**src/sldf_pkg.sv**
```systemverilog
// types, constants and crc step function for the length-delimited deframer
package sldf_pkg;

    typedef enum logic [0:0] {
        OP_BYTE = 1'b0,
        OP_TICK = 1'b1
    } op_t;

    typedef enum logic [2:0] {
        KIND_ACCEPT  = 3'd0,
        KIND_DROP    = 3'd1,
        KIND_GOOD    = 3'd2,
        KIND_BAD     = 3'd3,
        KIND_TIMEOUT = 3'd4
    } kind_t;

    typedef struct packed {
        op_t        operation;
        logic [7:0] rx_byte;
    } item_t;

    typedef struct packed {
        kind_t       kind;
        logic [7:0]  byte_value;
        logic [8:0]  position;
        logic [7:0]  data_length;
        logic [7:0]  command_code;
        logic [23:0] dest_address;
        logic [23:0] source_address;
        logic        frame_end;
    } result_t;

    // register index taken from the word address bit
    localparam logic CFG_IDX_TIMEOUT = 1'b0;
    localparam logic CFG_IDX_POLY    = 1'b1;

    localparam logic [15:0] TIMEOUT_RESET = 16'd100;
    localparam logic [15:0] POLY_RESET    = 16'hA001;
    localparam logic [15:0] IDLE_MAX      = 16'hFFFF;

    localparam logic [8:0] HDR_LEN  = 9'd14;
    localparam logic [8:0] CRC_LEN  = 9'd2;
    localparam logic [8:0] DST_POS  = 9'd0;
    localparam logic [8:0] SRC_POS  = 9'd5;
    localparam logic [8:0] LEN_POS  = 9'd10;
    localparam logic [8:0] CMD_POS  = 9'd13;
    localparam logic [8:0] MAX_POS  = 9'd270;
    localparam logic [7:0] SYNC_BYTE = 8'h80;

    // reflected crc-16, one byte, lsb first
    function automatic logic [15:0] crc_byte(
        input logic [15:0] crc,
        input logic [7:0]  b,
        input logic [15:0] poly
    );
        logic [15:0] c;
        c = crc ^ {8'h00, b};
        for (int i = 0; i < 8; i++) begin
            if (c[0]) begin
                c = (c >> 1) ^ poly;
            end else begin
                c = c >> 1;
            end
        end
        return c;
    endfunction

endpackage

```
**src/sync_length_deframer_crc16.sv**
```systemverilog
// Length-delimited serial deframer with a reflected CRC-16 check.
//
// Input channel (item_valid / item_stall / item): each item is either a
// received byte or one idle time tick. Result channel (result_valid /
// result_stall / result): at most one result per item, telling whether the
// byte was taken into a frame, dropped out of sync, completed a good or a
// bad frame, or whether a tick aborted a partial frame on timeout.
// A result is registered and shows in the cycle after its item is taken.
// Throughput: one item per cycle unless stalled; the byte-wide crc step
// and the header decode sit between input handshake and result register.
// The result register is one deep: while it holds a result and the receiver
// stalls, item_stall is high and no item is taken, ticks included.
// Reset clears the frame state and idle count and loads the register
// defaults (timeout 100 ticks, polynomial 0xA001). Registers are written
// over the APB port at byte address 0 (timeout) and 4 (polynomial); the
// user must write them only while the block is idle; it does not check.
module sync_length_deframer_crc16
    import sldf_pkg::*;
(
    input  logic        clk,
    input  logic        rst_n,
    input  logic        item_valid,
    output logic        item_stall,
    input  item_t       item,
    output logic        result_valid,
    input  logic        result_stall,
    output result_t     result,
    input  logic        psel,
    input  logic        penable,
    input  logic        pwrite,
    input  logic [2:0]  paddr,
    input  logic [31:0] pwdata,
    output logic [31:0] prdata,
    output logic        pready
);

    logic [15:0] timeout_reg;
    logic [15:0] poly_reg;

    logic [8:0]  pos_reg,     pos_next;
    logic [7:0]  len_reg,     len_next;
    logic [23:0] dest_reg,    dest_next;
    logic [23:0] src_reg,     src_next;
    logic [7:0]  cmd_reg,     cmd_next;
    logic [15:0] crc_reg,     crc_next;
    logic [7:0]  rx_crc_reg,  rx_crc_next;
    logic [15:0] idle_reg,    idle_next;

    logic        result_valid_reg, result_valid_next;
    result_t     result_reg,       result_next;

    logic        accept;
    logic        cfg_write;
    logic [8:0]  data_end;
    logic        emit;
    logic        clear;

    assign pready    = 1'b1;
    assign cfg_write = psel && penable && pwrite;

    always_comb
    begin
        unique case (paddr[2])
            CFG_IDX_TIMEOUT: prdata = {16'h0000, timeout_reg};
            CFG_IDX_POLY:    prdata = {16'h0000, poly_reg};
            default:         prdata = 32'h0000_0000;
        endcase
    end

    always_ff @(posedge clk or negedge rst_n)
    begin
        if (!rst_n)
        begin
            timeout_reg <= TIMEOUT_RESET;
            poly_reg    <= POLY_RESET;
        end
        else if (cfg_write)
        begin
            unique case (paddr[2])
                CFG_IDX_TIMEOUT: timeout_reg <= pwdata[15:0];
                CFG_IDX_POLY:    poly_reg    <= pwdata[15:0];
                default:         ;
            endcase
        end
    end

    assign item_stall   = result_valid_reg && result_stall;
    assign accept       = item_valid && !item_stall;
    assign result_valid = result_valid_reg;
    assign result       = result_reg;

    always_comb
    begin
        pos_next    = pos_reg;
        len_next    = len_reg;
        dest_next   = dest_reg;
        src_next    = src_reg;
        cmd_next    = cmd_reg;
        crc_next    = crc_reg;
        rx_crc_next = rx_crc_reg;
        idle_next   = idle_reg;
        result_next = result_reg;
        emit        = 1'b0;
        clear       = 1'b0;
        data_end    = HDR_LEN + {1'b0, len_reg};

        if (accept)
        begin
            if (item.operation == OP_TICK)
            begin
                if (idle_reg != IDLE_MAX)
                begin
                    idle_next = idle_reg + 16'd1;
                end
                if (pos_reg != 9'd0 && idle_next >= timeout_reg)
                begin
                    emit        = 1'b1;
                    clear       = 1'b1;
                    result_next = '{KIND_TIMEOUT, 8'h00, pos_reg, len_reg, cmd_reg,
                                    dest_reg, src_reg, 1'b0};
                end
            end
            else
            begin
                idle_next = 16'd0;
                emit      = 1'b1;
                if ((pos_reg == DST_POS || pos_reg == SRC_POS) && item.rx_byte != SYNC_BYTE)
                begin
                    // out of sync: report with the held header, then restart
                    clear       = 1'b1;
                    result_next = '{KIND_DROP, item.rx_byte, pos_reg, len_reg, cmd_reg,
                                    dest_reg, src_reg, 1'b0};
                end
                else
                begin
                    if (pos_reg >= 9'd1 && pos_reg <= 9'd3)
                    begin
                        dest_next = {dest_reg[15:0], item.rx_byte};
                    end
                    else if (pos_reg >= SRC_POS + 9'd1 && pos_reg <= SRC_POS + 9'd3)
                    begin
                        src_next = {src_reg[15:0], item.rx_byte};
                    end
                    else if (pos_reg == LEN_POS)
                    begin
                        len_next = item.rx_byte;
                    end
                    else if (pos_reg == CMD_POS)
                    begin
                        cmd_next = item.rx_byte;
                    end

                    data_end    = HDR_LEN + {1'b0, len_next};
                    result_next = '{KIND_ACCEPT, item.rx_byte, pos_reg, len_next, cmd_next,
                                    dest_next, src_next, 1'b0};
                    pos_next    = pos_reg + 9'd1;

                    if (pos_reg < data_end)
                    begin
                        crc_next = crc_byte(crc_reg, item.rx_byte, poly_reg);
                    end
                    else if (pos_reg == data_end)
                    begin
                        rx_crc_next = item.rx_byte;
                    end
                    else if (pos_reg == data_end + CRC_LEN - 9'd1)
                    begin
                        // crc arrives little-endian: low byte held, high byte now
                        clear                  = 1'b1;
                        result_next.frame_end  = 1'b1;
                        result_next.kind       = ({item.rx_byte, rx_crc_reg} == crc_reg)
                                                 ? KIND_GOOD : KIND_BAD;
                    end
                end
            end
        end

        if (clear)
        begin
            pos_next    = 9'd0;
            len_next    = 8'h00;
            dest_next   = 24'h000000;
            src_next    = 24'h000000;
            cmd_next    = 8'h00;
            crc_next    = 16'h0000;
            rx_crc_next = 8'h00;
        end

        if (emit)
        begin
            result_valid_next = 1'b1;
        end
        else if (!result_stall)
        begin
            result_valid_next = 1'b0;
        end
        else
        begin
            result_valid_next = result_valid_reg;
        end
    end

    always_ff @(posedge clk or negedge rst_n)
    begin
        if (!rst_n)
        begin
            pos_reg          <= 9'd0;
            len_reg          <= 8'h00;
            dest_reg         <= 24'h000000;
            src_reg          <= 24'h000000;
            cmd_reg          <= 8'h00;
            crc_reg          <= 16'h0000;
            rx_crc_reg       <= 8'h00;
            idle_reg         <= 16'h0000;
            result_valid_reg <= 1'b0;
        end
        else
        begin
            pos_reg          <= pos_next;
            len_reg          <= len_next;
            dest_reg         <= dest_next;
            src_reg          <= src_next;
            cmd_reg          <= cmd_next;
            crc_reg          <= crc_next;
            rx_crc_reg       <= rx_crc_next;
            idle_reg         <= idle_next;
            result_valid_reg <= result_valid_next;
        end
    end

    always_ff @(posedge clk)
    begin
        if (emit)
        begin
            result_reg <= result_next;
        end
    end

`ifndef SYNTH
    a_pos_range: assert property (@(posedge clk) disable iff (!rst_n)
        pos_reg <= MAX_POS)
        else $error("frame position out of range");

    a_frame_end_kind: assert property (@(posedge clk) disable iff (!rst_n)
        result_valid_reg |->
            (result_reg.frame_end == (result_reg.kind == KIND_GOOD ||
                                      result_reg.kind == KIND_BAD)))
        else $error("frame_end disagrees with result kind");

    a_tick_idle: assert property (@(posedge clk) disable iff (!rst_n)
        (accept && item.operation == OP_TICK && pos_reg == 9'd0) |=>
            (pos_reg == 9'd0 && $stable(result_valid_reg)) || !$past(result_stall))
        else $error("tick outside a frame changed frame state");

    a_timeout_fields: assert property (@(posedge clk) disable iff (!rst_n)
        (result_valid_reg && result_reg.kind == KIND_TIMEOUT) |->
            (result_reg.byte_value == 8'h00 && result_reg.position != 9'd0))
        else $error("timeout abort with bad fields");
`endif

endmodule

```
**config.mk**
```make
export PLATFORM = sky130hd
export DESIGN_NAME = sync_length_deframer_crc16
export DESIGN_NICKNAME = d
export VERILOG_FILES = /design/src/sldf_pkg.sv /design/src/sync_length_deframer_crc16.sv
export SDC_FILE = /design/constraint.sdc
export NUM_CORES = 1
export LEC_CHECK = 0
export BUFFER_PORTS_ARGS = -buffer_cell sky130_fd_sc_hd__buf_2
export CAP_MARGIN = 20
export CELL_PAD_IN_SITES_DETAIL_PLACEMENT = 0
export CELL_PAD_IN_SITES_GLOBAL_PLACEMENT = 1
export CORE_UTILIZATION = 42
export CTS_CLUSTER_SIZE = 10
export DETAILED_ROUTE_END_ITERATION = 12
export GPL_ROUTABILITY_DRIVEN = 0
export GPL_TIMING_DRIVEN = 0
export PLACE_DENSITY_LB_ADDON = 0.1
export SYNTH_ARGS = -nofsm -noshare
export SYNTH_HDL_FRONTEND = slang
export SYNTH_SLANG_ARGS = --single-unit
```
**constraint.sdc**
```tcl
create_clock -name clk -period 5.75 [get_ports clk]
set_input_delay 1.15 -clock clk [delete_from_list [all_inputs] [get_ports clk]]
set_output_delay 1.15 -clock clk [all_outputs]
set_load 0.02 [all_outputs]
```
# Yosys cells after proc, flatten, opt, wreduce, memory -nomap -nowiden
# Cells that the tools add are included.
# classes
magnitude_cmp	6
eq_ne	13
mux	103
addsub	5
reduce_logical	21
bitwise_logic	10
# ops
cell	n
$mux W16	45
$mux W24	11
$mux W8	24
$mux W85	2
$xor A15 B16 Y16	8
$mux W84	1
$pmux W32 S2	1
$mux W9	4
$eq A9 B4 Y1 const B	2
$eq A9 B9 Y1	2
$add A16 B1 Y16 const B	1
$eq A16 B16 Y1	1
$ge A16 B16 Y1	1
$ne A16 B16 Y1 const B	1
$xor A16 B8 Y16	1
$mux W1	12
$add A4 B8 Y9 const A	1
$add A9 B1 Y9 const B	1
$add A9 B2 Y9 const B	1
$eq A9 B3 Y1 const B	1
$ge A9 B1 Y1 const B	1
$ge A9 B3 Y1 const B	1
$le A9 B2 Y1 const B	1
$le A9 B4 Y1 const B	1
17 further kinds	33
# word_totals
ff_bits	231
output_inout_bits	120
elab_cells	177
inputBits	51

# Depth between registers and ports, before layout
# Gate-level depths: netlist (run 1).
# logic_depth
depth_word	56
depth_mapped	24
depth_no_buf	19

# Worst setup path after synthesis (run 1)
# OpenSTA, ideal clock, no wires.
# synth_timing
path_kind	flip-flop to flip-flop
start	register idle_reg[6]
end	register result_reg (netlist bit result[0]), enable pin
period_less_slack_ns	5.851
path_slack_ns	-0.101
path_stages_with_launch	21
path_buffers	3
t_arrival_ns	5.412
cell_sequence	dfrtp_1 > and4_1 > nand2_1 > nor3_1 > nand4_1 > and2_1 > and3_1 > and3_1 > xor2_1 > ha_1 > nand2_1 > o21ai_0 > a21oi_1 > nor2b_1 > o21ai_0 > a21oi_1 > o221ai_1 > clkbuf_1 > clkbuf_1 > clkbuf_1 > inv_1
# synth_via
elab_chain_cells	10
word_cells_on_any_way	12
classes_between	add/sub: 1; order compare: 1; eq/ne: 2; mux: 6; reduce/logical: 2
# synth_lines
item	line	rtl
start, declared	sync_length_deframer_crc16.sv:47	logic [15:0] idle_reg, idle_next;
start signal, assigned	sync_length_deframer_crc16.sv:226	idle_reg <= idle_next;
$add A16 B1 Y16 or $ne A16 B16 Y1 (tied branches)	sync_length_deframer_crc16.sv:113, sync_length_deframer_crc16.sv:111	
$mux W16 *	sync_length_deframer_crc16.sv:111	if (idle_reg != IDLE_MAX)
$mux W16 *	sync_length_deframer_crc16.sv:109	if (item.operation == OP_TICK)
$mux W16 *	sync_length_deframer_crc16.sv:107	if (accept)
$ge A16 B16 Y1 *	sync_length_deframer_crc16.sv:115	if (pos_reg != 9'd0 && idle_next >= timeout_reg)
$logic_and A1 B1 Y1 *	sync_length_deframer_crc16.sv:115	
$mux W1	sync_length_deframer_crc16.sv:115	
$mux W1	sync_length_deframer_crc16.sv:109	
$mux W1	sync_length_deframer_crc16.sv:107	
$reduce_and A3 Y1 (no line) *	-	
end signal, assigned	sync_length_deframer_crc16.sv:235	result_reg <= result_next;
end, declared	sync_length_deframer_crc16.sv:50	result_t result_reg, result_next;
# Mark *: on every way between the ends. The rest lies on a longest branch, timed or not. The select of a mux whose other input is x is not followed.
# A chain may end at the register's enable or synchronous reset.

# Worst setup path after layout (run 1)
# layout_timing
start	register pos_reg[6]
end	register dest_reg[15]
# layout_via
elab_chain_cells	19
word_cells_on_any_way	41
classes_between	add/sub: 3; order compare: 5; eq/ne: 6; mux: 18; reduce/logical: 9
# layout_lines
item	line	rtl
start, declared	sync_length_deframer_crc16.sv:40	logic [8:0] pos_reg, pos_next;
start signal, assigned	sync_length_deframer_crc16.sv:219	pos_reg <= pos_next;
$ge A9 B3 Y1 (tied with other cells)	sync_length_deframer_crc16.sv:140	else if (pos_reg >= SRC_POS + 9'd1 && pos_reg <= SRC_POS + 9'd3)
$logic_and A1 B1 Y1 or $mux W8 (tied branches)	sync_length_deframer_crc16.sv:140, sync_length_deframer_crc16.sv:144	
$mux W8	sync_length_deframer_crc16.sv:140	
$mux W8	sync_length_deframer_crc16.sv:136	if (pos_reg >= 9'd1 && pos_reg <= 9'd3)
$mux W8	sync_length_deframer_crc16.sv:127	if ((pos_reg == DST_POS || pos_reg == SRC_POS) && item.rx_byte != SYNC_BYTE)
$mux W8	sync_length_deframer_crc16.sv:109	
$mux W8	sync_length_deframer_crc16.sv:107	
$add A4 B8 Y9	sync_length_deframer_crc16.sv:153	data_end = HDR_LEN + {1'b0, len_next};
[3 not listed]	-	
$mux W1	sync_length_deframer_crc16.sv:166	else if (pos_reg == data_end + CRC_LEN - 9'd1)
$mux W1	sync_length_deframer_crc16.sv:162	else if (pos_reg == data_end)
$mux W1	sync_length_deframer_crc16.sv:158	if (pos_reg < data_end)
$mux W1	sync_length_deframer_crc16.sv:127	
$mux W1	sync_length_deframer_crc16.sv:109	
$mux W1	sync_length_deframer_crc16.sv:107	
$ne A2 B2 Y1 (no line) (tied with other cells)	-	
$reduce_and A3 Y1 (no line)	-	
end signal, assigned	sync_length_deframer_crc16.sv:221	dest_reg <= dest_next;
end, declared	sync_length_deframer_crc16.sv:42	logic [23:0] dest_reg, dest_next;
# Several ways; a longest one is shown, not always the timed one. The select of a mux whose other input is x is not followed.

==> results of run 1 <==
[cell type report]
type	instances	area (um^2)
fillers	3237	16900
multi-input cells	1020	7540
flip-flops and latches	231	6210
clock buffers	48	764
repair buffers	135	758
plain buffers	127	638
well taps	448	561
inverters	36	139
clock inverters	2	50.0
repair inverters	1	7.51
[power groups by stage]
| stage | registers, mW | clock network (mW) | logic (mW) |
|---|---|---|---|
| 4_1_cts | 2.25 | 1.67 | 6.28 |
| 3_5_place_dp | 2.28 | 0 | 6.22 |
| 6_report | 2.25 | 1.63 | 6.35 |
| 5_1_grt | 2.29 | 1.73 | 6.87 |
| 3_3_place_gp | 2.29 | 0 | 6.20 |
| 2_1_floorplan | 2.30 | 0 | 4.65 |
[metrics by stage]
stage / hold slack (ns) / instance area (um^2)
after floorplan: 0.451 / 14500
after global placement: 0.484 / 15700
after detailed placement: 0.488 / 15700
after CTS: 0.505 / 16600
after global routing: 0.519 / 16700
final: 0.500 / 16700
[cells by family (layout without fill, tap and decap cells)]
kind of cell               after synthesis  after routing
adders and majority gates               32             32
DFF                                    231            231
other                                    2             17
and+or+nand+nor                        403            403
xor gates and xnor gates               156            156
AOI/OAI and AO/OA                      285            285
muxes                                  127            127
buffers and inverters                  165            349
[metal layers]
| metal | routed length [um] | GRT usage | share of wire |
|---|---|---|---|
| met1 | 19200 | 0.327 | 0.47 |
| met2 | 19300 | 0.383 | 0.47 |
| met3 | 1870 | 0.0276 | 0.045 |
| met4 | 832 | 0.0514 | 0.020 |
| met5 | 0 | 0 | 0 |
[cell usage in the layout, fill, tap and decap left out, types with 6 or more instances in the layout]
master and n:
a211oi_1 13, a21o_1 16, a21oi_1 36, a22o_1 91, a32o_1 8, and2_1 9
and3_1 22, buf_2 137, buf_4 24, buf_6 8, clkbuf_1 95, clkbuf_16 27
clkbuf_2 7, conb_1 17, dfrtp_1 139, dfstp_2 6, edfxtp_1 85, ha_1 32
inv_1 34, mux2_2 102, mux2i_1 23, nand2_1 133, nand2b_1 11, nand3_1 46
nand4_1 18, nor2_1 62, nor2b_1 19, nor3_1 28, nor4_1 9, o211a_1 8
o21a_1 10, o21ai_0 46, o22ai_1 6, or3_1 6, or4_1 6, xnor2_1 100
xor2_1 47
[path summary, 6_finish.rpt]
check / from / end / slack [ns] / depth (start not counted)
hold / removal: cmd_reg[3] / cmd_reg[3] / 0.50 / 1
max in group asynchronous: rst_n / timeout_reg[5] / 4.39 / 2
min in group asynchronous: rst_n / len_reg[5] / 0.51 / 1
setup reg to reg: pos_reg[6] / dest_reg[15] / 0.25 / 22
hold reg to reg: cmd_reg[3] / cmd_reg[3] / 0.50 / 1
setup / recovery: pos_reg[6] / dest_reg[15] / 0.25 / 22
[timing repair]
action,CTS,global route
pin swaps,0,3
gates cloned,1,0
resized for setup,18,14
setup buffers,2,3
setup endpoints to repair,181,181
==> impl_metrics.tcl, run 1 <==
set metrics [dict create \
    required_ns 6.23 \
    hold_buffers 0 \
    final_core_util 0.496 \
    synthTopCellsByCount "dfrtp_1, nand2_1, mux2_2" \
    die_h_um 187 \
    coreArea_um2 33600 \
    syn-cell-area_um2 14400 \
    muxShareOfSynthArea 0.0971 \
    crit_path_start_kind "flip-flop" \
    p_clk_frac 0.159 \
    drv_slew 0 \
    crit_top_cell "o21a_1" \
    io_buffers 127 \
    ys_seq_area_frac 0.432 \
    path_cells "buf_6 > or4_4 > or4_1 > buf_2 > mux2i_4 > ha_1 > clkbuf_4 > xnor2_2 > inv_1 > ha_1 > o21a_1 > o21a_1 > o21a_1 > o21a_1 > o21a_1 > o21a_1 > o221a_4 > nand2b_1 > buf_6 > o21bai_4 > buf_6 > a22o_1" \
    p_leak_nw 7.30 \
    synthAdderAreaFrac 0.0278 \
    max_freq_mhz 182 \
    grt_pass1_vias 10800 \
    tightest_slew_ns 0.846 \
    swShare 0.456 \
    total_power_mw 10.2 \
    hold_viol 0 \
    clk_latency_ns 0.56 \
    grt_start_max_net_pins 83 \
    wl_per_cell_um 20.1 \
    grtUsageTotal 0.233 \
    grt-ovfl-total 0 \
    synth.area.top_cells "dfrtp_1, edfxtp_1, mux2_2" \
    htree_levels 1 \
    synth_compound_area_frac 0.149 \
    antenna_found_initial 0 \
    fin_crit_sh 0.957 \
    yosys.area_share.simple 0.140 \
    final_layout_size_suffix_gt1_frac 0.220 \
    rsz0062_at_grt "no" \
    synth_cell_types 81 \
    synth_top_family_by_area "compound AO/OA/AOI/OAI gates" \
    largest_reg_flops 85 \
    placed_cells 1994 \
    setup_tns_ns 0 \
    seqPwrFrac 0.220 \
    async_reset_ff_frac 0.632 \
    path_class "flip-flop to flip-flop" \
    power.density_nw_per_um2 614 \
    final_cell_count_no_fill 2048 \
    pre_cts_slack_ns -0.734 \
    path_buf_inv 6 \
    p_comb_frac 0.620 \
    via_per_inst 5.48 \
    arrival_ns 5.98 \
    ys_warn_count 0 \
    synth_ff_type "dfrtp_1" \
    cap_violations 0 \
    finClkSkew_ns 0.0235 \
    syn_inst 1401 \
    dp.final_hpwl_um 29900 \
    critPathSlowestCell "or4_4" \
    ir_drop_mv 0.361 \
    layout_min_cycle_time_ns 5.50 \
    hp-class "flip-flop to flip-flop" \
    drt-initial-drc-count 842 \
    synth_xor_area_frac 0.101 \
    fp.dieArea_um2 35000 \
    yosysMostFrequentCell "dfrtp_1" \
    fin_nets 1662 \
    synth_area_per_cell_um2 10.3 \
    postLayoutSetupSlackWorst_ns 0.250 \
    cp-end-kind "flip-flop" \
    area_growth_pct 15.8 \
    ant_nets 0 \
    routed_wl_um 41100 \
    crit_family "compound AO/OA/AOI/OAI gates" \
    crit_fanout 14 \
    p_switching_mw 4.67 \
    synth_top_cell_area_share 0.243 \
    status "finished clean" \
    cts-buffers-inserted 27 \
    ios 171 \
    synth_top_area_cell "dfrtp_1" \
    cts_tree "yes" \
    antennaDiodeCount 0 \
    start_util 0.428 \
    rows 67 \
    drc 0 \
    clock-sinks 231 \
    internal_power_mw 5.56 \
    grt_pass1_wl_um 63600 \
    max_slew_margin 0.431 \
    synth-edff-count 85 \
    worst_path_largest_cell_delay_ns 0.56 \
    cts_buffer_depth 3 \
    die_x_um 187 \
    clk_pin_slew_worst_paths_ns 0.06 \
    num_vias 11200 \
    cts_root_buffer "clkbuf_16" \
    dr.pass1.iters 5 \
    ys_seq_elements 231 \
    setup_viol 0 \
]
No activity file was read; power rests on OpenSTA's default activity.
==> run 2: changes to the inputs <==
==> constraint.sdc (replaced) <==
create_clock -name clk -period 5.75 [get_ports clk]
set_input_delay 0.2875 -clock clk [delete_from_list [all_inputs] [get_ports clk]]
set_output_delay 0.2875 -clock clk [all_outputs]
set_load 0.02 [all_outputs]
==> run 2 against run 1 <==
Effect of this change: worst hold slack worse by 0.48 ns; sequential cell count stayed put; routed wire length about the same; critical path depth unchanged; highest routed layer unchanged.
==> impl_metrics.tcl, run 2 (same netlist as run 1, synthesis figures left out) <==
set metrics [dict create \
    grtUsageTotal 0.233 \
    via_per_inst 5.49 \
    worst_path_largest_cell_delay_ns 0.56 \
    antenna_found_initial 0 \
    rows 67 \
    wl_per_cell_um 20.0 \
    p_comb_frac 0.621 \
    finClkSkew_ns 0.0235 \
    multiInputGateArea_um2 7540 \
    crit_fanout 14 \
    path_cells "buf_6 > or4_4 > or4_1 > buf_2 > mux2i_4 > ha_1 > clkbuf_4 > xnor2_2 > inv_1 > ha_1 > o21a_1 > o21a_1 > o21a_1 > o21a_1 > o21a_1 > o21a_1 > o221a_4 > nand2b_1 > buf_6 > o21bai_4 > buf_6 > a22o_1" \
    clock-sinks 231 \
    crit_top_cell "o21a_1" \
    final_cell_count_no_fill 2061 \
    path_class "flip-flop to flip-flop" \
    grt.busiest_layer "met2" \
    fp.dieArea_um2 35000 \
    cts_buffer_depth 3 \
    grt-ovfl-total 0 \
    cts_root_buffer "clkbuf_16" \
    start_util 0.428 \
    drv_slew 0 \
    fin_crit_sh 0.956 \
    clk_pin_slew_worst_paths_ns 0.06 \
    ir_drop_mv 0.358 \
    rsz0062_at_grt "no" \
    fin_nets 1675 \
    num_vias 11300 \
    grt_pass1_wl_um 63800 \
    final_cell_mix "dfrtp_1, buf_2, nand2_1" \
    clk_latency_ns 0.56 \
    die_h_um 187 \
    grtUsageMet3 0.0268 \
    p_switching_mw 4.67 \
    crit_path_start_kind "flip-flop" \
    ant_nets 0 \
    largest_reg_flops 85 \
    hp-class "input pin to flip-flop" \
    cap_violations 0 \
    layout_min_cycle_time_ns 5.50 \
    max_slew_margin 0.427 \
    dr.pass1.iters 5 \
    cts-buffers-inserted 27 \
    setup_viol 0 \
    final_layout_size_suffix_gt1_frac 0.218 \
    final_common_cell "dfrtp_1" \
    power.density_nw_per_um2 609 \
    use_met2 0.384 \
    placed_cells 1994 \
    setup_tns_ns 0 \
    antennaDiodeCount 0 \
    routed_wl_um 41100 \
    max_freq_mhz 182 \
    seqPwrFrac 0.220 \
    internal_power_mw 5.57 \
    dp.final_hpwl_um 29900 \
    status "finished clean" \
    area_growth_pct 16.7 \
    hold_viol 0 \
    die_x_um 187 \
    grt_start_max_net_pins 83 \
    tightest_slew_ns 0.853 \
    required_ns 6.23 \
    drt-initial-drc-count 781 \
    drc 0 \
    swShare 0.456 \
    cts_tree "yes" \
    cp-end-kind "flip-flop" \
    fillers 3231 \
    arrival_ns 5.98 \
    coreArea_um2 33600 \
    p_clk_frac 0.159 \
    ios 171 \
    seqCellArea_um2 6210 \
    met1_usage 0.328 \
    htree_levels 1 \
    p_leak_nw 7.35 \
    grt_pass1_vias 10800 \
    io_buffers 127 \
    critPathSlowestCell "or4_4" \
]
[run 2: routing by layer]
| metal | vias to the layer above | routed length [um] |
|---|---|---|
| li1 | 5413 | - |
| met4 | 0 | 882 |
| met1 | 5515 | 19100 |
| met2 | 313 | 19300 |
| met3 | 65 | 1830 |
| met5 | - | 0 |
[run 2: path summary, 6_finish.rpt]
kind                             from        endpoint  slack, ns  cells after the start
setup / recovery           pos_reg[6]    dest_reg[15]       0.25                     22
hold / removal              pwdata[4]  timeout_reg[4]       0.02                      2
setup reg to reg           pos_reg[6]    dest_reg[15]       0.25                     22
hold reg to reg            cmd_reg[3]      cmd_reg[3]       0.50                      1
max in group asynchronous       rst_n    poly_reg[15]       4.64                      3
min in group asynchronous       rst_n      len_reg[5]       0.26                      2
[run 2: power by group through the flow]
| stage | Clock [mW] | Sequential (mW) | Combinational (mW) |
|---|---|---|---|
| final | 1.63 | 2.25 | 6.36 |
| after global routing | 1.73 | 2.29 | 6.88 |
| after CTS | 1.67 | 2.25 | 6.28 |
| after detailed placement | 0 | 2.28 | 6.22 |
| after global placement | 0 | 2.29 | 6.20 |
| after floorplan | 0 | 2.30 | 4.65 |
[run 2: cell type report]
type	instances	share of cell area
Timing Repair Buffer	148	0.0529
Sequential cell	231	0.370
Tap cell	448	0.0334
Multi-Input combinational cell	1020	0.449
Buffer	127	0.0380
Clock inverter	2	0.00298
Clock buffer	48	0.0455
Timing Repair inverter	1	0.000447
Inverter	36	0.00827
[run 2: through the flow]
stage	total power [mW]	worst slack, ns	instance area, um^2	hold slack, ns	utilization
6_report	10.2	0.254	16800	0.0207	0.500
5_1_grt	10.9	0.00480	16800	0.0121	0.500
4_1_cts	10.2	0.00681	16800	0.000539	0.498
3_5_place_dp	8.50	-0.734	15700	0.274	0.468
3_3_place_gp	8.48	-1.87	15700	0.484	0.466
2_1_floorplan	6.95	0.0344	14500	-0.00809	-
[run 2: critical path, delay by kind of cell (launching register included)]
family                     cells  cell delay (ns)
buffers and inverters          6             1.07
AOI/OAI and AO/OA              9             1.69
DFF                            1             0.41
and+or+nand+nor                3             1.26
xor gates and xnor gates       1             0.18
adders and majority gates      2             0.54
muxes                          1             0.26
[run 2: repair_timing]
action / in CTS / in global routing
cloned: 1 / 0
pin swaps: 0 / 3
endpoints found under the hold margin: 87 / 0
setup buffers: 2 / 3
setup endpoints to repair: 181 / 181
gates resized for setup: 18 / 14
hold buffers: 13 / 0
==> run 3: changes to the inputs <==
--- a/config.mk
+++ b/config.mk
@@ -15,6 +15,7 @@
 export GPL_ROUTABILITY_DRIVEN = 0
 export GPL_TIMING_DRIVEN = 0
 export PLACE_DENSITY_LB_ADDON = 0.1
+export SETUP_SLACK_MARGIN = 0.5
 export SYNTH_ARGS = -nofsm -noshare
 export SYNTH_HDL_FRONTEND = slang
 export SYNTH_SLANG_ARGS = --single-unit
==> run 3 against run 2 <==
Effect of this change: clock skew fell by 0.0087 ns; clock-buffer cell count grew 2; worst setup slack gained 0.40 ns; design area rose by 2.6%; routed wire length rose by 2.2%; sequential share of layout area down 0.91 points; via count up 0.43%; die area stayed put; critical endpoint is now src_reg[18].
==> impl_metrics.tcl, run 3 (same netlist as run 1, synthesis figures left out) <==
set metrics [dict create \
    grt_pass1_vias 11000 \
    ios 171 \
    multiInputGateArea_um2 7640 \
    dp.final_hpwl_um 30100 \
    fillers 3151 \
    seqCellArea_um2 6220 \
    grt_start_max_net_pins 111 \
    cts_root_buffer "clkbuf_16" \
    clock-sinks 231 \
    finClkSkew_ns 0.0147 \
    cts_buffer_depth 3 \
    rr_worst_depth 23 \
    drv_slew 0 \
    final_cell_mix "buf_2, dfrtp_1, nand2_1" \
    ir_drop_mv 0.379 \
    min_to "poly_reg[4]" \
    final_layout_size_suffix_gt1_frac 0.244 \
    via_per_inst 5.43 \
    final_common_cell "buf_2" \
    wl_per_cell_um 20.1 \
    setup_viol 0 \
    grt_pass1_wl_um 64700 \
    max_slew_margin 0.413 \
    antenna_found_initial 0 \
    crit_fanout 10 \
    max_freq_mhz 196 \
    power.density_nw_per_um2 602 \
    die_x_um 187 \
    seqPwrFrac 0.217 \
    fp.dieArea_um2 35000 \
    drt-initial-drc-count 754 \
    fin_crit_sh 0.887 \
    worst_path_largest_cell_delay_ns 0.52 \
    p_leak_nw 7.55 \
    path_cells "buf_6 > or4_4 > or4_4 > buf_6 > buf_12 > mux2i_4 > ha_4 > clkbuf_8 > inv_2 > o21ai_0 > o21ai_1 > xor2_1 > ha_1 > o21a_1 > o21a_1 > o21a_1 > o21a_1 > o221a_4 > nand2b_4 > buf_12 > o21bai_4 > buf_6 > a22o_1" \
    setup_tns_ns 0 \
    min_path_cells 2 \
    largest_reg_flops 85 \
    rows 67 \
    antennaDiodeCount 0 \
    holdWs_ns 0.0179 \
    htree_levels 1 \
    crit_path_start_kind "flip-flop" \
    ant_nets 0 \
    fin_nets 1703 \
    critPathSlowestCell "or4_4" \
    hold_viol 0 \
    layout_min_cycle_time_ns 5.10 \
    io_buffers 127 \
    total_power_mw 10.4 \
    drc 0 \
    p_clk_frac 0.167 \
    num_vias 11400 \
    start_util 0.428 \
    clk_pin_slew_worst_paths_ns 0.07 \
    internal_power_mw 5.73 \
    cp-end-kind "flip-flop" \
    regToRegSetupSlack_ns 0.65 \
    p_comb_frac 0.616 \
    path_class "flip-flop to flip-flop" \
    hp-start "pwdata[4]" \
    rsz0062_at_grt "yes" \
    grt-ovfl-total 0 \
    swShare 0.449 \
    coreArea_um2 33600 \
    area_growth_pct 19.8 \
    tightest_slew_ns 0.880 \
    die_h_um 187 \
    rr_endpoint "src_reg[18]" \
    cts_tree "yes" \
    cts-buffers-inserted 28 \
    status "finished clean" \
    p_switching_mw 4.66 \
    crit_top_cell "o21a_1" \
    routed_wl_um 42000 \
    r2r-start "pos_reg[6]" \
    clk_latency_ns 0.56 \
    hp-class "input pin to flip-flop" \
    required_ns 6.25 \
    cap_violations 0 \
    grtUsageTotal 0.236 \
    dr.pass1.iters 5 \
    arrival_ns 5.60 \
]
## run 3: worst max-delay path, delay by kind of cell (launching register included)
family	cells	cell delay, ns
buffers and inverters	7	0.95
AOI/OAI and AO/OA	9	1.68
adders and majority gates	2	0.48
xor gates and xnor gates	1	0.20
DFF	1	0.39
muxes	1	0.20
and+or+nand+nor	3	1.12
## run 3: area by class of cell
type	instances	area share
Buffer	129	0.0403
Clock buffer	50	0.0489
Clock inverter	2	0.00348
Inverter	36	0.00805
Multi-Input combinational cell	1020	0.443
Sequential cell	231	0.361
Tap cell	448	0.0325
Timing Repair Buffer	174	0.0631
## run 3: metal layers
layer	up-vias	share of wire	track usage
met5	-	0	0
met4	0	0.020	0.0539
met3	50	0.045	0.0268
met2	305	0.47	0.387
met1	5544	0.46	0.334
li1	5456	-	-
## run 3: worst max-delay path by stage
stage,from,endpoint,slack [ns],cells past startpoint
after CTS,idle_reg[6],result[59],0.50,21
after global placement,idle_reg[6],result[57],-0.89,20
after global routing,idle_reg[8],len_reg[3],0.45,22
final,pos_reg[6],src_reg[18],0.65,23
after detailed placement,pos_reg[5],crc_reg[11],-0.55,21
after floorplan,idle_reg[6],result[0],0.52,20
## run 3: per-stage QoR
stage	cell area [um^2]	std cells	util	worst slack, ns
2_1_floorplan	14500	1416	-	0.523
3_3_place_gp	15700	1991	0.466	-0.889
3_5_place_dp	15800	1994	0.469	-0.546
4_1_cts	17100	2079	0.507	0.497
5_1_grt	17200	2090	0.513	0.454
6_report	17200	2090	0.513	0.650
## run 3: power groups by stage
stage | sequential [mW] | combinational, mW | clock (mW)
final | 2.25 | 6.40 | 1.74
after global routing | 2.29 | 6.97 | 1.83
after CTS | 2.25 | 6.32 | 1.77
after detailed placement | 2.29 | 6.19 | 0
after global placement | 2.29 | 6.18 | 0
after floorplan | 2.30 | 4.66 | 0
## run 3: what timing repair did
item,in CTS,in global routing
resized for setup,38,23
hold endpoints to repair,61,0
gates cloned,2,0
pin swaps,10,12
hold buffers,15,0
buffers inserted,16,11
endpoints found under the setup margin,100,181
